`config.mk`:
```
export PLATFORM = sky130hd
export DESIGN_NAME = bcmp_div
export DESIGN_NICKNAME = d
export VERILOG_FILES = /design/src/rtl/core/bcmp_div.sv
export SDC_FILE = /design/constraint.sdc
export NUM_CORES = 2
export LEC_CHECK = 0
export BUFFER_PORTS_ARGS = -buffer_cell sky130_fd_sc_hd__buf_2
export CORE_MARGIN = 4
export CORE_UTILIZATION = 60
export DETAILED_ROUTE_END_ITERATION = 8
export PLACE_DENSITY_LB_ADDON = 0.1
export SETUP_SLACK_MARGIN = 0.2
export SYNTH_ARGS = -nofsm -noshare
export SYNTH_HDL_FRONTEND = slang
export SYNTH_SLANG_ARGS = --single-unit
```
`constraint.sdc`:
```
create_clock -name clk -period 8.06 [get_ports clk]
set_input_delay 1.209 -clock clk [delete_from_list [all_inputs] [get_ports clk]]
set_output_delay 1.209 -clock clk [all_outputs]
set_load 0.02 [all_outputs]
```
`src/rtl/core/bcmp_div.sv`:
```
module bcmp_div #(
    parameter int W      = 32,
    parameter int SIDE_W = 1
) (
    input  logic              clk,
    input  logic              rst_n,
    input  logic              in_valid,
    input  logic [W-1:0]      dividend,
    input  logic [W-1:0]      divisor,
    input  logic [SIDE_W-1:0] in_side,
    output logic              out_valid,
    output logic [W-1:0]      quotient,
    output logic [SIDE_W-1:0] out_side
);
    logic              v_reg    [W];
    logic [W-1:0]      rem_reg  [W];
    logic [W-1:0]      quo_reg  [W];
    logic [W-1:0]      dvs_reg  [W];
    logic [SIDE_W-1:0] side_reg [W];

    // one quotient bit per stage, restoring
    for (genvar k = 0; k < W; k++) begin : g_st
        logic              v_prev;
        logic [W-1:0]      rem_prev;
        logic [W-1:0]      quo_prev;
        logic [W-1:0]      dvs_prev;
        logic [SIDE_W-1:0] side_prev;
        logic [W:0]        rem_sh;
        logic              ge;
        logic [W-1:0]      rem_next;
        logic [W-1:0]      quo_next;

        if (k == 0) begin : g_first
            assign v_prev    = in_valid;
            assign rem_prev  = '0;
            assign quo_prev  = dividend;
            assign dvs_prev  = divisor;
            assign side_prev = in_side;
        end else begin : g_rest
            assign v_prev    = v_reg[k-1];
            assign rem_prev  = rem_reg[k-1];
            assign quo_prev  = quo_reg[k-1];
            assign dvs_prev  = dvs_reg[k-1];
            assign side_prev = side_reg[k-1];
        end

        always_comb
        begin
            rem_sh   = {rem_prev, quo_prev[W-1]};
            ge       = rem_sh >= {1'b0, dvs_prev};
            rem_next = ge ? W'(rem_sh - {1'b0, dvs_prev}) : rem_sh[W-1:0];
            quo_next = {quo_prev[W-2:0], ge};
        end

        always_ff @(posedge clk or negedge rst_n)
        begin
            if (!rst_n)
            begin
                v_reg[k] <= 1'b0;
            end
            else
            begin
                v_reg[k] <= v_prev;
            end
        end

        always_ff @(posedge clk)
        begin
            rem_reg[k]  <= rem_next;
            quo_reg[k]  <= quo_next;
            dvs_reg[k]  <= dvs_prev;
            side_reg[k] <= side_prev;
        end
    end

    assign out_valid = v_reg[W-1];
    assign quotient  = quo_reg[W-1];
    assign out_side  = side_reg[W-1];

endmodule

```
==> metrics <==
io pins=102; Synth area leaders=dfxtp_1 (49%), ha_1 (10%), mux2_2 (4.4%); flop2flop setup slack=3.59 ns; register area share after synthesis=0.497; Max FO, Critical Path=33; Core ar.=205,000 sq um; drt initial violations=5,894; Syn Area/Cell=10.1 sq um; WS Path Type=reg -> reg; PD cells=269 nW/um^2; maximum clock rate=0.224 GHz; post-CTS setup buffer count=0; Routability Congestion=0.929; syn nets=13,400; Die H=463 um; Syn. warnings=0; WHS=0.303 ns; remaining antenna violation count after routing=0; cts repair resizes=0; Bufs on Longest Clock Path=4; synthesized instance count=12,300; Non-Filler Instances=15,400; Starting Density=0.604; Worst VDD drop=0.249 mV; clock buffer count from CTS=315; post-synthesis cell type count=104; largest net degree at the start of global routing=64; Setup-failing EPs final=0; drt pass-1 iters=7; crit path to=rem_reg[0][99]$_DFF_P_; Commonest cells post-synth=dfxtp_1 (3,040), inv_1 (1,210), ha_1 (994); RSZ-0062 raised after global routing=no; Worst R2R Start=dvs_reg[1][2]$_DFF_P_; post-DP HPWL=226 mm; FF-to-FF End=rem_reg[0][99]$_DFF_P_; post-synth top area share=0.491; Pleak=65.2 nW; Seq cells post-synth=3,072; Max-cap violations=0; Die ar.=214,000 sq um; critical path launch point=dvs_reg[1][2]$_DFF_P_; count leader, synth=dfxtp_1; DR vias/cell=5.60; routed length on met2=142 mm; CTS tree=built; endpoint class of the critical path=register; worst slew pin tran=1.19 ns; Final Slew Violations=0; met1 wire length=126 mm; Routed Wire Length=293 mm; dominant synthesized flop cell=dfxtp_1; hold buffers post-CTS=0; Reg clk slew, reported paths=0.06 ns; sum of negative setup slack=0 ns; first-pass GRT wire length=459 mm; H-Tree Level Count=5; initial antenna violation count=6; Req. time, crit path=8.83 ns; routed wl met3=12.9 mm; worst-skew pair later-pin latency=0.94 ns; path depth of the worst reg2reg path=13; cell count after placement=14,900; share of post-route cells with drive strength above 1=0.0978; Yosys top cell by area=dfxtp_1; Top Metal Used=met5; clock skew=0.0738 ns; DRC violations left=0; Area Growth Syn to Fin=11.0%; clock sink count=3,072; status=finished clean; vias in the first global route=84,700; Critical Path AT=5.24 ns; mapped cell area=124,000 sq um; wire length per cell=19.0 um; Final min period=4.47 ns; Startpoint Class=register; hold path cells=0; period utilization=0.555; GRT Total Usage=0.265; Remaining Overflow, GRT=0; Final Hold Fails=0; Worst Hold Class=reg -> reg; Die X=463 um; flip-flop count of the largest register after layout=1,024; IO Port Bufs=101; floorplan row count=166; Post-synth ARST share=0.0104; EDFF count, synth=0; relative slew slack=0.205; Final Net Count=13,600; vias after detailed routing=86,200; Clock Tree Root=clkbuf_16
[cell families after synthesis]
family	share of synthesized area
mux	0.0504
buf+inv	0.0455
compound gates	0.154
simple gates	0.0900
flops	0.497
xor+xnor	0.0583
fa+ha+maj	0.105
[layout by cell type (no fill, tap or decap), types with 104 or more instances in the layout]
cell       netlist  layout
o21ai_0        705     705
xnor2_1        492     492
a21o_1         503     501
nor3_1         110     109
mux2_2         483     483
nor2_1         590     589
o21a_1         127     127
clkbuf_16        0     319
nand4_1        156     156
dfxtp_1       3040    3040
nand2b_1       140     140
inv_1         1210    1210
nand3_1        194     194
xor2_1         334     334
nand2_1        709     709
a21oi_1        937     934
nor2b_1        164     164
ha_1           994     994
o21bai_1       105     104
[routing by layer]
layer	up-vias	GRT usage
li1	42700	-
met1	40600	0.334
met2	2231	0.466
met3	687	0.0319
met4	2	0.102
met5	-	0
[layout make-up]
type,count,area [sq um]
fillers,16000,67600
flip-flops and latches,3072,61700
multi-input cells,7753,56900
clock buffers,420,8950
inverters,1211,4550
well taps,2688,3360
clock inverters,124,1470
repair buffers,127,701
diodes,2,5.00
[where the power goes]
part	switching, W	total [W]	internal [W]	leakage, nW
Combinational	0.00320	0.00583	0.00263	34.5
Sequential	0.000624	0.0167	0.0161	25.6
Clock	0.00580	0.0145	0.00865	5.12
Total	0.00963	0.0370	0.0274	65.2
[through the flow]
stage / power [W] / util / area [sq um] / worst slack [ns]
6_report: 0.0370 / 0.671 / 138000 / 3.59
3_5_place_dp: 0.0228 / 0.620 / 127000 / 3.71
3_3_place_gp: 0.0227 / 0.620 / 127000 / 3.82
2_1_floorplan: 0.0214 / - / 124000 / 4.70
5_1_grt: 0.0387 / 0.671 / 138000 / 3.20
4_1_cts: 0.0373 / 0.671 / 138000 / 3.63
[critical path: stages (launching register included)]
cell	delay, ns
dfxtp_1	0.33
inv_1	0.04
ha_1	0.33
nand3_1	0.12
o21bai_1	0.16
o21ai_0	0.15
o2111ai_1	0.20
a2111oi_0	0.99
o21ai_0	0.36
nand2_1	0.21
o21bai_1	0.09
nand2_1	0.10
a31o_2	0.75
mux2_2	0.42
[how the worst min path moves through the flow]
| stage | from | slack, ns | end |
|---|---|---|---|
| final | quo_reg[6][99]$_DFF_P_ | 0.30 | quo_reg[7][4]$_DFF_P_ |
| after global routing | quo_reg[6][99]$_DFF_P_ | 0.29 | quo_reg[7][4]$_DFF_P_ |
| after CTS | rst_n | 0.27 | g_st[8].v_prev$_DFF_PN0_ |
| after detailed placement | quo_reg[1][27]$_DFF_P_ | 0.31 | quo_reg[1][60]$_DFF_P_ |
| after global placement | quo_reg[4][16]$_DFF_P_ | 0.31 | quo_reg[4][49]$_DFF_P_ |
| after floorplan | quo_reg[0][67]$_DFF_P_ | 0.31 | quo_reg[0][100]$_DFF_P_ |
(Power assumes the default switching activity.)
