## src/rtl/core/bcmp_pkg.sv

```systemverilog
package bcmp_pkg;

    // configuration register indexes
    localparam logic [1:0] CFG_AC1_AC2_AC3_B1 = 2'd0;
    localparam logic [1:0] CFG_B2_MC_MD       = 2'd1;
    localparam logic [1:0] CFG_AC4_AC5_AC6    = 2'd2;
    localparam logic [1:0] CFG_OVERSAMPLING   = 2'd3;

    localparam int DIV_W = 32;

    localparam logic [31:0] B6_OFFSET   = 32'd4000;
    localparam logic [31:0] P_SCALE     = 32'd50000;
    localparam logic [31:0] B4_BIAS     = 32'd32768;
    localparam logic [31:0] PC_SQ_COEF  = 32'd3038;
    localparam logic [31:0] PC_LIN_COEF = 32'hFFFF_E343; // -7357
    localparam logic [31:0] PC_OFFSET   = 32'd3791;

    typedef struct packed {
        logic [16:0] x1;
        logic        neg;
        logic        dz;
        logic [23:0] up;
    } bcmp_tside_t;

    typedef struct packed {
        logic [15:0] t;
        logic        big;
        logic        err;
    } bcmp_pside_t;

    typedef struct packed {
        logic [15:0] t;
        logic [31:0] p;
        logic        err;
    } bcmp_res_t;

    function automatic logic [31:0] sx32(input logic [15:0] v);
        return {{16{v[15]}}, v};
    endfunction

    function automatic logic [31:0] asr(input logic [31:0] v, input int unsigned n);
        return 32'($signed(v) >>> n);
    endfunction

endpackage

```

## src/rtl/core/bcmp_pcomp.sv

```systemverilog
module bcmp_pcomp (
    input  logic                clk,
    input  logic                rst_n,
    input  logic                in_valid,
    input  bcmp_pkg::bcmp_res_t in_res,
    output logic                out_valid,
    output bcmp_pkg::bcmp_res_t out_res
);
    import bcmp_pkg::*;

    logic        va_reg, vb_reg, vc_reg;
    bcmp_res_t   ra_reg, rb_reg, rc_reg;
    logic [31:0] sq_reg, lin_reg, sqc_reg, lin_b_reg;
    logic [31:0] s8;
    logic [31:0] corr;
    bcmp_res_t   rc_next;

    assign s8 = asr(in_res.p, 8);

    always_comb
    begin
        corr    = asr(asr(sqc_reg, 16) + asr(lin_b_reg, 16) + PC_OFFSET, 4);
        rc_next = rb_reg;
        rc_next.p = rb_reg.p + corr;
        // force zero outputs on a divide error
        if (rb_reg.err)
        begin
            rc_next.p = '0;
            rc_next.t = '0;
        end
    end

    always_ff @(posedge clk or negedge rst_n)
    begin
        if (!rst_n)
        begin
            va_reg <= 1'b0;
            vb_reg <= 1'b0;
            vc_reg <= 1'b0;
        end
        else
        begin
            va_reg <= in_valid;
            vb_reg <= va_reg;
            vc_reg <= vb_reg;
        end
    end

    always_ff @(posedge clk)
    begin
        ra_reg    <= in_res;
        sq_reg    <= s8 * s8;
        lin_reg   <= PC_LIN_COEF * in_res.p;
        rb_reg    <= ra_reg;
        sqc_reg   <= sq_reg * PC_SQ_COEF;
        lin_b_reg <= lin_reg;
        rc_reg    <= rc_next;
    end

    assign out_valid = vc_reg;
    assign out_res   = rc_reg;

endmodule

```

## config.mk

```make
export PLATFORM = sky130hd
export DESIGN_NAME = bcmp_pcomp
export DESIGN_NICKNAME = d
export VERILOG_FILES = /design/src/rtl/core/bcmp_pkg.sv /design/src/rtl/core/bcmp_pcomp.sv
export SDC_FILE = /design/constraint.sdc
export NUM_CORES = 2
export LEC_CHECK = 0
export ABC_AREA = 1
export BUFFER_PORTS_ARGS = -buffer_cell sky130_fd_sc_hd__buf_2
export CAP_MARGIN = 10
export CORE_UTILIZATION = 40
export DETAILED_ROUTE_END_ITERATION = 10
export GPL_ROUTABILITY_DRIVEN = 0
export GPL_TIMING_DRIVEN = 0
export PLACE_DENSITY = 0.53
export SYNTH_ARGS = -nofsm -noshare
export SYNTH_HDL_FRONTEND = slang
export SYNTH_SLANG_ARGS = --single-unit
```

## constraint.sdc

```tcl
create_clock -name clk -period 6 [get_ports clk]
set_input_delay 0.3 -clock clk [delete_from_list [all_inputs] [get_ports clk]]
set_output_delay 0.3 -clock clk [all_outputs]
set_load 0.1 [all_outputs]
```

==> impl_metrics.yaml <==
logic_synthesis:
  syn-cell-area_um2: 31700
  ys_top_cells_by_area: "fa_1 (35%), ha_1 (16%), dfxtp_1 (14%), inv_1 (13%), nand2_1 (7.0%)"
  synth_cell_type_count: 49
  avgSynthCellArea_um2: 8.65
  yosys_warnings: 0
  synth_edf_count: 0
  yosysMostFrequentCell: "inv_1"
  netlist.area_leader.share: 0.354
  ys_seq_area_frac: 0.144
  yosys_most_used_dff: "dfxtp_1"
  synth-seq-cells: 227
  synth_common_cells: "inv_1 (1080), nand2_1 (587), fa_1 (560)"
  synth_top_cell_by_area: "fa_1"
  syn_inst: 3664
  async_flop_share: 0.0132
route:
  viasPerCell: 4.70
  wirelength_mm: 82.0
  drc_errors: 0
  drt_iter0_drc: 1348
  ant_nets: 0
  first_pass_iters: 7
  wl_per_cell_um: 16.7
  vias: 23100
cts:
  path_clk_slew_ps: 50
  cts.htree.levels: 1
  clk_latency_ps: 550
  cts-root-buf: "clkbuf_16"
  cts_buffers: 26
  cts_sinks: 227
  cts_max_path_buffers: 3
  cts_tree: "yes"
placement:
  dp_hpwl_mm: 69.8
  place.port_buffers: 101
sta:
  grt_setup_unrepaired: "true"
  period_needed_ps: 5820
  tightest_slew_ps: 796
  fin_crit_sh: 0.970
  fmax_ghz: 0.172
  final-max-slew-violation-count: 0
  slew_headroom: 0.464
  hold_viol_final: 0
  setup_viol: 0
  skew_ps: 13.7
  holdWs_ps: 37.7
floorplanning:
  core-area_um2: 78000
  io_pins: 102
  die_w_um: 283
  rows: 102
  die_h_um: 283
  die_area_um2: 80300
  initial_core_util: 0.406
critical_path:
  worst-setup-path-type: "input pin to flip-flop"
  cp.arrival_ps: 6240
  critPathMaxFanout: 10
  worstSetupStartpointType: "input pin"
  cp.required_ps: 6430
  end_kind: "flip-flop"
global_routing:
  grt_pass1_vias: 24000
  grt_pass1_wl_mm: 132
  grt_max_degree: 21
  antenna_found_initial: 3
  overflow: 0
  grt_util_all_layers: 0.212
flow_run:
  cap_violations: 0
finish:
  syn_to_final_growth_pct: 11.8
  layout.nets: 4867
  drive_gt1_frac: 0.0688
  diodes: 0
outcome:
  status: "completed"
min_path:
  hp-class: "input pin to flip-flop"
## per-stage QoR
| step | utilization | cells | worst slack [ps] | area, um2 | TNS [ps] |
|---|---|---|---|---|---|
| 6_report | 0.454 | 4904 | 182 | 35400 | 0 |
| 5_1_grt | 0.454 | 4904 | -14.6 | 35400 | -26.0 |
| 4_1_cts | 0.450 | 4894 | -15.3 | 35100 | -15.3 |
| 3_5_place_dp | 0.430 | 4807 | -1660 | 33500 | -22750 |
| 3_3_place_gp | 0.430 | 4807 | -1730 | 33500 | -23100 |
| 2_1_floorplan | - | 3666 | 20.8 | 31700 | 0 |
## layout make-up
cell class | instances | area, um2
clock inverter | 17 | 204
fill | 7803 | 42500
timing repair buffer | 153 | 1090
inverter | 1084 | 4070
sequential | 227 | 4560
multi-input combinational | 2308 | 23000
buffer | 44 | 499
tap | 1040 | 1300
clock buffer | 31 | 701
## worst max-delay path, stage by stage
cell and delay [ps]:
clkbuf_4 170, buf_6 170, clkbuf_8 200, nand2_1 130
fa_1 580, inv_1 60, fa_1 470, inv_1 50
fa_1 500, fa_1 520, inv_1 50, fa_1 490
fa_1 490, inv_1 50, fa_1 470, inv_1 40
ha_2 390, nand2_1 150, nor2_2 160, inv_1 80
nor2_2 170, nand4_1 180, nand3_2 150, a21oi_1 90
xnor2_1 140
## metal layers
metal  vias up  share of wire  GRT usage
li1      11200              -          -
met1     11200           0.46      0.293
met2       533           0.46      0.347
met3       104          0.053     0.0277
met4         4          0.029     0.0615
met5         -        0.00024          0
## logic make-up after synthesis
family / after synthesis / synth area share
buffers and inverters: 1131 / 0.135
adder cells (fa/ha/maj): 971 / 0.516
AND/OR/NAND/NOR: 903 / 0.116
AO/OA/AOI/OAI: 323 / 0.0582
flip-flops: 227 / 0.144
XOR/XNOR: 108 / 0.0303
other: 1 / 0.000118
## path summary, 6_finish.rpt
path,startpoint,end,slack [ps],cells past startpoint
setup / recovery,in_res[25],sq_reg[26]$_DFF_P_,180,25
hold / removal,in_res[9],ra_reg[9]$_DFF_P_,40,1
setup reg to reg,sq_reg[7]$_DFF_P_,sqc_reg[28]$_DFF_P_,870,17
hold reg to reg,lin_reg[28]$_DFF_P_,lin_b_reg[28]$_DFF_P_,320,0
max in group asynchronous,rst_n,out_valid$_DFF_PN0_,5790,2
min in group asynchronous,rst_n,vb_reg$_DFF_PN0_,110,2
## repair_timing
action	CTS	global route
pin swaps	2	6
gates resized for setup	96	88
setup endpoints to repair	19	9
cloned	0	0
hold buffers	40	6
endpoints found under the hold margin	42	6
setup buffers	0	6
## layout by cell type, fill, tap and decap left out, types with 5 or more instances in the layout
master,instances
nand2_1,586
dfxtp_1,224
inv_1,1079
a21o_1,11
dlygate4sd3_1,46
ha_2,6
nand3_2,6
xor2_1,69
buf_4,20
a211oi_1,5
nor4_1,5
inv_2,5
clkbuf_1,6
o21bai_1,12
buf_6,23
ha_1,400
nor2_1,154
xnor2_1,38
o21ai_0,83
nand4_1,20
o21a_1,14
a21oi_2,7
or2_2,9
fa_2,6
fa_1,554
nand2_2,9
a31oi_1,11
ha_4,5
nor3_1,13
buf_8,5
clkbuf_8,6
clkbuf_16,29
nand3_1,87
a21oi_1,153
buf_2,85
o211ai_1,5
Power is not shown: default switching activity piles up to over one toggle a cycle in this logic, so the estimate is an artifact.
